--- config.mk ---
export PLATFORM = sky130hd
export DESIGN_NAME = scrolling_matrix_scanner_unit
export DESIGN_NICKNAME = d
export VERILOG_FILES = /design/src/sv/smsu_pkg.sv /design/src/sv/scrolling_matrix_scanner_unit.sv /design/src/sv/smsu_text_mem.sv /design/src/sv/smsu_ctrl.sv /design/src/sv/smsu_dp.sv
export VERILOG_INCLUDE_DIRS = /design/src /design/src/sv
export SDC_FILE = /design/constraint.sdc
export NUM_CORES = 2
export LEC_CHECK = 0
export BUFFER_PORTS_ARGS = -buffer_cell sky130_fd_sc_hd__buf_2
export CORE_MARGIN = 2
export CORE_UTILIZATION = 30
export CTS_CLUSTER_SIZE = 12
export DETAILED_ROUTE_END_ITERATION = 8
export PLACE_DENSITY = 0.43
export SYNTH_ARGS = -nofsm -noshare
export SYNTH_HDL_FRONTEND = slang
export SYNTH_SLANG_ARGS = --single-unit
--- constraint.sdc ---
create_clock -name clk -period 3.2 [get_ports clk]
set_input_delay 0.64 -clock clk [delete_from_list [all_inputs] [get_ports clk]]
set_output_delay 0.64 -clock clk [all_outputs]
set_load 0.01 [all_outputs]
--- src/sv/scrolling_matrix_scanner_unit_assert.svh ---
// Assertion macros for the scrolling matrix scanner unit.
`ifndef SCROLLING_MATRIX_SCANNER_UNIT_ASSERT_SVH
`define SCROLLING_MATRIX_SCANNER_UNIT_ASSERT_SVH

// Same-cycle implication.
`define SMSU_ASSERT_NOW(label, ante, cons, msg) \
    label: assert property (@(posedge clk) disable iff (!rst_n) (ante) |-> (cons)) \
        else $error(msg);

// Next-cycle implication.
`define SMSU_ASSERT_NEXT(label, ante, cons, msg) \
    label: assert property (@(posedge clk) disable iff (!rst_n) (ante) |=> (cons)) \
        else $error(msg);

`endif

--- src/sv/smsu_pkg.sv ---
// Shared types and constants of the scrolling matrix scanner unit.
`default_nettype none

package smsu_pkg;

    localparam int TEXT_DEPTH    = 256;
    localparam int VIS_COLS      = 32;
    localparam int ADDR_W        = $clog2(TEXT_DEPTH);
    localparam int COL_W         = $clog2(VIS_COLS);
    localparam int STEP_W        = $clog2(VIS_COLS + 1);
    localparam int PIX_W         = 8;
    localparam int TEXT_LEN_W    = 9;
    localparam int PERIOD_W      = 16;
    localparam int CFG_DATA_W    = 16;
    localparam int IN_DATA_W     = 16;
    localparam int OUT_DATA_W    = 16;

    localparam logic [PERIOD_W-1:0] PERIOD_RESET = 16'd10000;

    localparam logic CFG_TEXT_COLUMNS  = 1'b0;
    localparam logic CFG_SCROLL_PERIOD = 1'b1;

    typedef enum logic [1:0] {
        OP_TICK  = 2'd0,
        OP_WRITE = 2'd1,
        OP_CLEAR = 2'd2
    } op_t;

    typedef enum logic {
        ST_IDLE   = 1'b0,
        ST_RELOAD = 1'b1
    } state_t;

    typedef struct packed {
        logic              take_tick;
        logic              take_write;
        logic              take_clear;
        logic              cfg_we;
        logic              reload_rd;
        logic              reload_wr;
        logic [STEP_W-1:0] step;
    } ctrl_cmd_t;

    typedef struct packed {
        logic reload_due;
        logic out_busy;
    } dp_status_t;

endpackage

`default_nettype wire

--- src/sv/scrolling_matrix_scanner_unit.sv ---
// A tick or clear word appears on the output in the cycle after it is taken.
// Throughput: one word per cycle while no frame reload is due and the output is not
// stalled; a tick that reloads the frame keeps the input closed while the frame is
// refilled by 32 text memory reads over one port.
// Reset: asynchronous, active low; clears stores, scan and scroll state,
// text_columns to 0 and scroll_period to 10000.
`default_nettype none

`include "scrolling_matrix_scanner_unit_assert.svh"

module scrolling_matrix_scanner_unit (
    input  wire logic                                  clk,
    input  wire logic                                  rst_n,
    input  wire logic                                  s_axis_tvalid,
    output logic                                       s_axis_tready,
    // [7:0] address, [15:8] column_bits
    input  wire logic [smsu_pkg::IN_DATA_W-1:0]        s_axis_tdata,
    // [1:0] op
    input  wire logic [1:0]                            s_axis_tuser,
    output logic                                       m_axis_tvalid,
    input  wire logic                                  m_axis_tready,
    // [4:0] column, [12:5] row_bits, [15:13] zero
    output logic      [smsu_pkg::OUT_DATA_W-1:0]       m_axis_tdata,
    input  wire logic                                  cfg_valid,
    output logic                                       cfg_ready,
    input  wire logic                                  cfg_index,
    input  wire logic [smsu_pkg::CFG_DATA_W-1:0]       cfg_data
);

    smsu_pkg::ctrl_cmd_t             cmd;
    smsu_pkg::dp_status_t            status;
    logic [smsu_pkg::COL_W-1:0]      out_column;
    logic [smsu_pkg::PIX_W-1:0]      out_row_bits;

    smsu_ctrl u_ctrl (
        .clk       (clk),
        .rst_n     (rst_n),
        .in_valid  (s_axis_tvalid),
        .in_op     (s_axis_tuser),
        .in_ready  (s_axis_tready),
        .cfg_valid (cfg_valid),
        .cfg_ready (cfg_ready),
        .status    (status),
        .cmd       (cmd)
    );

    smsu_dp u_dp (
        .clk            (clk),
        .rst_n          (rst_n),
        .cmd            (cmd),
        .status         (status),
        .in_address     (s_axis_tdata[smsu_pkg::ADDR_W-1:0]),
        .in_column_bits (s_axis_tdata[smsu_pkg::ADDR_W +: smsu_pkg::PIX_W]),
        .cfg_index      (cfg_index),
        .cfg_data       (cfg_data),
        .out_valid      (m_axis_tvalid),
        .out_ready      (m_axis_tready),
        .out_column     (out_column),
        .out_row_bits   (out_row_bits)
    );

    assign m_axis_tdata = smsu_pkg::OUT_DATA_W'({out_row_bits, out_column});

    `SMSU_ASSERT_NEXT(a_tick_gives_word, s_axis_tvalid && s_axis_tready && (s_axis_tuser == smsu_pkg::OP_TICK), m_axis_tvalid, "tick word missing")
    `SMSU_ASSERT_NOW(a_stall_blocks_input, m_axis_tvalid && !m_axis_tready, !s_axis_tready, "input open while output stalled")
    `SMSU_ASSERT_NOW(a_reload_blocks_cfg, s_axis_tready, cfg_ready, "input open while config closed")

endmodule

`default_nettype wire

--- src/sv/smsu_text_mem.sv ---
// Text column memory with per-entry valid bits for reset and clear.
`default_nettype none

module smsu_text_mem (
    input  wire logic                         clk,
    input  wire logic                         rst_n,
    input  wire logic                         clear,
    input  wire logic                         we,
    input  wire logic [smsu_pkg::ADDR_W-1:0]  waddr,
    input  wire logic [smsu_pkg::PIX_W-1:0]   wdata,
    input  wire logic                         re,
    input  wire logic [smsu_pkg::ADDR_W-1:0]  raddr,
    output logic      [smsu_pkg::PIX_W-1:0]   rdata
);

    logic [smsu_pkg::PIX_W-1:0]      mem [smsu_pkg::TEXT_DEPTH];
    logic [smsu_pkg::TEXT_DEPTH-1:0] valid_reg;
    logic [smsu_pkg::PIX_W-1:0]      rd_data_reg;
    logic                            rd_valid_reg;

    always_ff @(posedge clk)
    begin
        if (we)
        begin
            mem[waddr] <= wdata;
        end
        if (re)
        begin
            rd_data_reg <= mem[raddr];
        end
    end

    always_ff @(posedge clk or negedge rst_n)
    begin
        if (!rst_n)
        begin
            valid_reg    <= '0;
            rd_valid_reg <= 1'b0;
        end
        else
        begin
            if (clear)
            begin
                valid_reg <= '0;
            end
            else if (we)
            begin
                valid_reg[waddr] <= 1'b1;
            end
            if (re)
            begin
                rd_valid_reg <= valid_reg[raddr];
            end
        end
    end

    assign rdata = rd_valid_reg ? rd_data_reg : '0;

endmodule

`default_nettype wire

--- src/sv/smsu_ctrl.sv ---
// Controller state machine: handshakes, op decode and frame reload sequencing.
`default_nettype none

module smsu_ctrl (
    input  wire logic                  clk,
    input  wire logic                  rst_n,
    input  wire logic                  in_valid,
    input  wire logic [1:0]            in_op,
    output logic                       in_ready,
    input  wire logic                  cfg_valid,
    output logic                       cfg_ready,
    input  wire smsu_pkg::dp_status_t  status,
    output smsu_pkg::ctrl_cmd_t        cmd
);

    smsu_pkg::state_t                  state_reg;
    smsu_pkg::state_t                  state_next;
    logic [smsu_pkg::STEP_W-1:0]       step_reg;
    logic [smsu_pkg::STEP_W-1:0]       step_next;
    logic                              take;
    logic                              step_last;

    assign step_last = (step_reg == smsu_pkg::STEP_W'(smsu_pkg::VIS_COLS));
    assign take      = in_valid && in_ready;

    always_ff @(posedge clk or negedge rst_n)
    begin
        if (!rst_n)
        begin
            state_reg <= smsu_pkg::ST_IDLE;
            step_reg  <= '0;
        end
        else
        begin
            state_reg <= state_next;
            step_reg  <= step_next;
        end
    end

    always_comb
    begin
        state_next = state_reg;
        step_next  = step_reg;
        unique case (state_reg)
            smsu_pkg::ST_IDLE:
            begin
                step_next = '0;
                if (take && (in_op == smsu_pkg::OP_TICK) && status.reload_due)
                begin
                    state_next = smsu_pkg::ST_RELOAD;
                end
            end
            smsu_pkg::ST_RELOAD:
            begin
                step_next = step_reg + 1'b1;
                if (step_last)
                begin
                    state_next = smsu_pkg::ST_IDLE;
                    step_next  = '0;
                end
            end
            default:
            begin
                state_next = smsu_pkg::ST_IDLE;
                step_next  = '0;
            end
        endcase
    end

    always_comb
    begin
        in_ready       = 1'b0;
        cfg_ready      = 1'b0;
        cmd            = '0;
        cmd.step       = step_reg;
        unique case (state_reg)
            smsu_pkg::ST_IDLE:
            begin
                in_ready       = !status.out_busy;
                cfg_ready      = 1'b1;
                cmd.cfg_we     = cfg_valid;
                cmd.take_tick  = take && (in_op == smsu_pkg::OP_TICK);
                cmd.take_write = take && (in_op == smsu_pkg::OP_WRITE);
                cmd.take_clear = take && (in_op == smsu_pkg::OP_CLEAR);
            end
            smsu_pkg::ST_RELOAD:
            begin
                cmd.reload_rd = !step_last;
                cmd.reload_wr = (step_reg != '0);
            end
            default:
            begin
                in_ready = 1'b0;
            end
        endcase
    end

endmodule

`default_nettype wire

--- src/sv/smsu_dp.sv ---
// Datapath: scan and scroll registers, frame, text memory and output word.
`default_nettype none

module smsu_dp (
    input  wire logic                            clk,
    input  wire logic                            rst_n,
    input  wire smsu_pkg::ctrl_cmd_t             cmd,
    output smsu_pkg::dp_status_t                 status,
    input  wire logic [smsu_pkg::ADDR_W-1:0]     in_address,
    input  wire logic [smsu_pkg::PIX_W-1:0]      in_column_bits,
    input  wire logic                            cfg_index,
    input  wire logic [smsu_pkg::CFG_DATA_W-1:0] cfg_data,
    output logic                                 out_valid,
    input  wire logic                            out_ready,
    output logic      [smsu_pkg::COL_W-1:0]      out_column,
    output logic      [smsu_pkg::PIX_W-1:0]      out_row_bits
);

    logic [smsu_pkg::PIX_W-1:0]      frame_reg [smsu_pkg::VIS_COLS];
    logic [smsu_pkg::COL_W-1:0]      scan_index_reg;
    logic [smsu_pkg::PERIOD_W-1:0]   tick_count_reg;
    logic [smsu_pkg::ADDR_W-1:0]     scroll_pos_reg;
    logic                            moving_back_reg;
    logic [smsu_pkg::ADDR_W-1:0]     base_reg;
    logic [smsu_pkg::TEXT_LEN_W-1:0] text_columns_reg;
    logic [smsu_pkg::PERIOD_W-1:0]   scroll_period_reg;
    logic                            out_valid_reg;
    logic [smsu_pkg::COL_W-1:0]      out_column_reg;
    logic [smsu_pkg::PIX_W-1:0]      out_row_reg;

    logic                            long_text;
    logic [smsu_pkg::ADDR_W-1:0]     pos_step;
    logic [smsu_pkg::TEXT_LEN_W-1:0] span;
    logic                            flip;
    logic [smsu_pkg::ADDR_W-1:0]     rd_addr;
    logic [smsu_pkg::COL_W-1:0]      wr_index;
    logic [smsu_pkg::PIX_W-1:0]      mem_rdata;

    assign long_text = text_columns_reg > smsu_pkg::TEXT_LEN_W'(smsu_pkg::VIS_COLS);
    assign pos_step  = moving_back_reg ? scroll_pos_reg - 1'b1 : scroll_pos_reg + 1'b1;
    assign span      = text_columns_reg - smsu_pkg::TEXT_LEN_W'(smsu_pkg::VIS_COLS);
    assign flip      = ({1'b0, pos_step} >= span) || (pos_step == '0);
    assign rd_addr   = base_reg + smsu_pkg::ADDR_W'(cmd.step[smsu_pkg::COL_W-1:0]);
    assign wr_index  = cmd.step[smsu_pkg::COL_W-1:0] - 1'b1;

    assign status.reload_due = tick_count_reg >= scroll_period_reg;
    assign status.out_busy   = out_valid_reg && !out_ready;

    smsu_text_mem u_text_mem (
        .clk   (clk),
        .rst_n (rst_n),
        .clear (cmd.take_clear),
        .we    (cmd.take_write),
        .waddr (in_address),
        .wdata (in_column_bits),
        .re    (cmd.reload_rd),
        .raddr (rd_addr),
        .rdata (mem_rdata)
    );

    always_ff @(posedge clk or negedge rst_n)
    begin
        if (!rst_n)
        begin
            for (int i = 0; i < smsu_pkg::VIS_COLS; i++)
            begin
                frame_reg[i] <= '0;
            end
            scan_index_reg    <= '0;
            tick_count_reg    <= '0;
            scroll_pos_reg    <= '0;
            moving_back_reg   <= 1'b0;
            base_reg          <= '0;
            text_columns_reg  <= '0;
            scroll_period_reg <= smsu_pkg::PERIOD_RESET;
            out_valid_reg     <= 1'b0;
        end
        else
        begin
            if (cmd.cfg_we)
            begin
                unique case (cfg_index)
                    smsu_pkg::CFG_TEXT_COLUMNS:
                        text_columns_reg <= cfg_data[smsu_pkg::TEXT_LEN_W-1:0];
                    smsu_pkg::CFG_SCROLL_PERIOD:
                        scroll_period_reg <= cfg_data[smsu_pkg::PERIOD_W-1:0];
                    default:
                        text_columns_reg <= text_columns_reg;
                endcase
            end

            if (out_valid_reg && out_ready)
            begin
                out_valid_reg <= 1'b0;
            end

            if (cmd.take_tick)
            begin
                out_valid_reg  <= 1'b1;
                scan_index_reg <= scan_index_reg + 1'b1;
                if (status.reload_due)
                begin
                    base_reg <= scroll_pos_reg;
                    if (long_text)
                    begin
                        scroll_pos_reg  <= pos_step;
                        moving_back_reg <= moving_back_reg ^ flip;
                        tick_count_reg  <= smsu_pkg::PERIOD_W'(1);
                    end
                    else
                    begin
                        scroll_pos_reg <= '0;
                        tick_count_reg <= '0;
                    end
                end
                else
                begin
                    tick_count_reg <= tick_count_reg + 1'b1;
                end
            end

            if (cmd.take_clear)
            begin
                out_valid_reg   <= 1'b1;
                scroll_pos_reg  <= '0;
                moving_back_reg <= 1'b0;
                for (int i = 0; i < smsu_pkg::VIS_COLS; i++)
                begin
                    frame_reg[i] <= '0;
                end
            end

            if (cmd.reload_wr)
            begin
                frame_reg[wr_index] <= mem_rdata;
            end
        end
    end

    always_ff @(posedge clk)
    begin
        if (cmd.take_tick)
        begin
            out_column_reg <= scan_index_reg;
            out_row_reg    <= frame_reg[scan_index_reg];
        end
        else if (cmd.take_clear)
        begin
            out_column_reg <= '0;
            out_row_reg    <= '0;
        end
    end

    assign out_valid    = out_valid_reg;
    assign out_column   = out_column_reg;
    assign out_row_bits = out_row_reg;

endmodule

`default_nettype wire

==> metrics.txt <==
status=complete, but fails checks; failing checks=negative setup slack; Area Growth Syn to Fin=23.8%; register area share after synthesis=72.0%; worst clock skew=slightly below 0.04 ns; final hold slack=around 0.08 ns; clk slew on worst S/H paths=roughly 0.060 ns; CTS Root Buffer Type=clkbuf_16; largest family of logic cells by synthesized area=multiplexers; Peak Freq=about 0.25 GHz; DP Cell Count=10900; CTS buffer count=roughly 300; top cells by area, synth=edfxtp_1 58%, mux4_2 17%, dfrtp_1 14%; Slew @ Worst Pin=1.07 ns; xor/xnor cell area share of the yosys netlist=less than 1%; RSZ-0062 raised after global routing=yes; WL final=approximately 310000 microns; Synth Instances=5528; Clock Tree Buf Depth=4; HPWL Detailed=201000 microns; DRC violations left=0; flops & latches, synth=approximately 2700; critical path cell sequence=ha_4, fa_4, buf_6, buf_16, buf_4, clkbuf_16, mux4_2, mux4_2, mux2i_1, buf_4, mux2i_1, mux2i_1, buf_4, mux2i_1; CTS sink cnt=approximately 2700; WL per Instance=~27 microns; Reg2Reg Setup Slack=-0.85 ns; vias per cell=4.90; Post-synth EDFFs=about 2100; Yosys cell types=62; Critical Path Source Type=flop; TritonCTS clock tree=done; crit path max fanout=10; Die Ht=~600 microns; non-filler cells, final=between 10000 and 15000; endpoint class of the critical path=flop; worst min-delay path class=in2reg; CP max-delay cell=fa_4; Slew Viols, Final=0; 1st-iter DRT viols=4872; worst skew pair latency=between 0.9 and 1 ns; Overflow after GRT=0; CP peak stage delay=a little under 0.8 ns; Commonest cells post-synth=2069 x edfxtp_1, 794 x mux4_2, 579 x dfrtp_1; largest net degree at the start of global routing=around 110; worst path required time=a little under 4 ns; vias after detailed routing=56800; chip width=600 microns; Detail Route Antenna Nets=0; Core ar.=353000 sq um; Hold Fails Final Rpt=0; total power=76600 uW; headroom to the max-slew limit=~28%; simple logic cell fraction of the synthesized area=under 10%; crit path time final=4.05 ns; FP Rows=approximately 220; CTS HTree Levels=5; max FFs per register=just over 2000; crit path kind=reg2reg; power density cells=between 500 and 600 nW/um^2; Hold Path Depth=2; total die area=360000 sq um; number of setup violations in the final report=9; WP data arrival=4.70 ns; Synth Area in Compound Gates=under 10%; count leader, synth=edfxtp_1; First-pass DRT Iterations=7; Async S/R FF share, synth=between 20 and 25%; syn_area_per_cell=between 15 and 20 sq um; Synth Flop Type=edfxtp_1; initial antenna violation count=30; Cell Area, Synth=~110000 sq um; Setup Slack @ Placement=-1.43 ns; Final Wtd Congestion=a little under 0.8; mux contribution to synthesized area=18.5%; port bufs=55; io pins=slightly below 60; layout cells sized above 1=35.7%; max_cap viols=0; Yosys warning count=0; vias in the first global route=59500; P_leak=approximately 0.046 uW; Starting Density=between 30% and 40%; Tcrit/Tclk final=127%; R2R cell count=14; Nets=about 6700; most frequent CP cell=mux2i_1; leading area contributor after synthesis=edfxtp_1; Post-Synth Adder-Cell Area=less than 1%; setup_tns=-7.45 ns; setup ws final=-0.853 ns; GR Util All Layers=~17%; area share of the largest cell type after synthesis=just under 60%; first-pass GRT wire length=448000 microns; peak supply drop=around 0.36 mV
## kinds of logic after synthesis
group | Yosys count
AO/OA/AOI/OAI | 599
XOR/XNOR | 34
adder cells (fa/ha/maj) | 46
buffers and inverters | 401
flip-flops | 2653
multiplexers | 975
other | 1
AND/OR/NAND/NOR | 819
## worst max-delay path, delay by kind of cell (launching register included)
kind                       cells  cell delay (ns)
adders and majority gates      2             0.96
buffers and inverters          6             0.96
DFF                            1             0.40
muxes                          6             1.42
## where the power goes
| group | internal (uW) | leakage [uW] | switching (uW) | total (uW) |
|---|---|---|---|---|
| Combinational | 1920 | 0.0150 | 2600 | 4520 |
| Sequential | 37400 | 0.0267 | 318 | 37700 |
| Clock | 20200 | 0.00482 | 14200 | 34400 |
| Total | 59500 | 0.0465 | 17100 | 76600 |
## worst paths after layout
kind                                                 from                              to
setup / recovery                       u_ctrl.step_reg[0]  u_dp.u_text_mem.rd_data_reg[2]
hold / removal                            s_axis_tuser[1]            u_dp.moving_back_reg
setup reg to reg                       u_ctrl.step_reg[0]  u_dp.u_text_mem.rd_data_reg[2]
hold reg to reg            u_dp.u_text_mem.valid_reg[131]  u_dp.u_text_mem.valid_reg[131]
max in group asynchronous                           rst_n              u_dp.frame_reg[70]
min in group asynchronous                           rst_n             u_dp.frame_reg[195]
## layout by cell type (no fill, tap or decap), types with 15 or more instances in the layout
cell type / count
bufinv_16: 15
buf_4: 845
buf_8: 16
mux4_2: 794
o21ai_0: 277
dlygate4sd3_1: 20
dfrtp_1: 576
nand2_1: 139
buf_16: 16
clkbuf_8: 32
clkbuf_16: 320
mux2i_1: 105
buf_2: 46
mux2_2: 24
ha_1: 40
clkinv_1: 42
buf_12: 141
mux2i_2: 28
edfxtp_1: 2069
inv_1: 38
buf_6: 20
nand3_1: 280
mux2i_4: 20
nor2_1: 301
clkbuf_1: 84
o21a_1: 257
clkinv_2: 49
## area by class of cell
| class | count | area (sq um) |
|---|---|---|
| multi-input cells | 2476 | 28700 |
| clock inverters | 126 | 1080 |
| clock buffers | 434 | 8710 |
| repair buffers | 1109 | 10700 |
| inverters | 40 | 150 |
| fillers | 32500 | 221000 |
| flip-flops and latches | 2653 | 76800 |
| diodes | 8 | 20.0 |
| well taps | 4730 | 5920 |
## layer usage
layer | vias up | GRT usage [%] | routed length, microns | share of wire [%]
li1 | 24500 | - | - | -
met1 | 30500 | 24.1 | 140000 | 45
met2 | 1389 | 28.1 | 149000 | 48
met3 | 422 | 2.44 | 15000 | 4.8
met4 | 2 | 5.67 | 9760 | 3.1
met5 | - | 0 | 13 | 0.0041
## repair_timing
action / CTS / global route
setup endpoints to repair: 10 / 41
resized for setup: 99 / 42
pin swaps: 1 / 7
gates cloned: 11 / 2
buffers inserted: 37 / 12
hold buffers: 20 / 0
hold endpoints to repair: 77 / 0
## through the flow
stage / utilization (%) / instance area, sq um
2_1_floorplan: - / 107000
3_3_place_gp: 34.1 / 121000
3_5_place_dp: 34.1 / 121000
4_1_cts: 37.3 / 132000
5_1_grt: 37.4 / 132000
6_report: 37.4 / 132000
No activity file was read; power rests on OpenSTA's default activity.
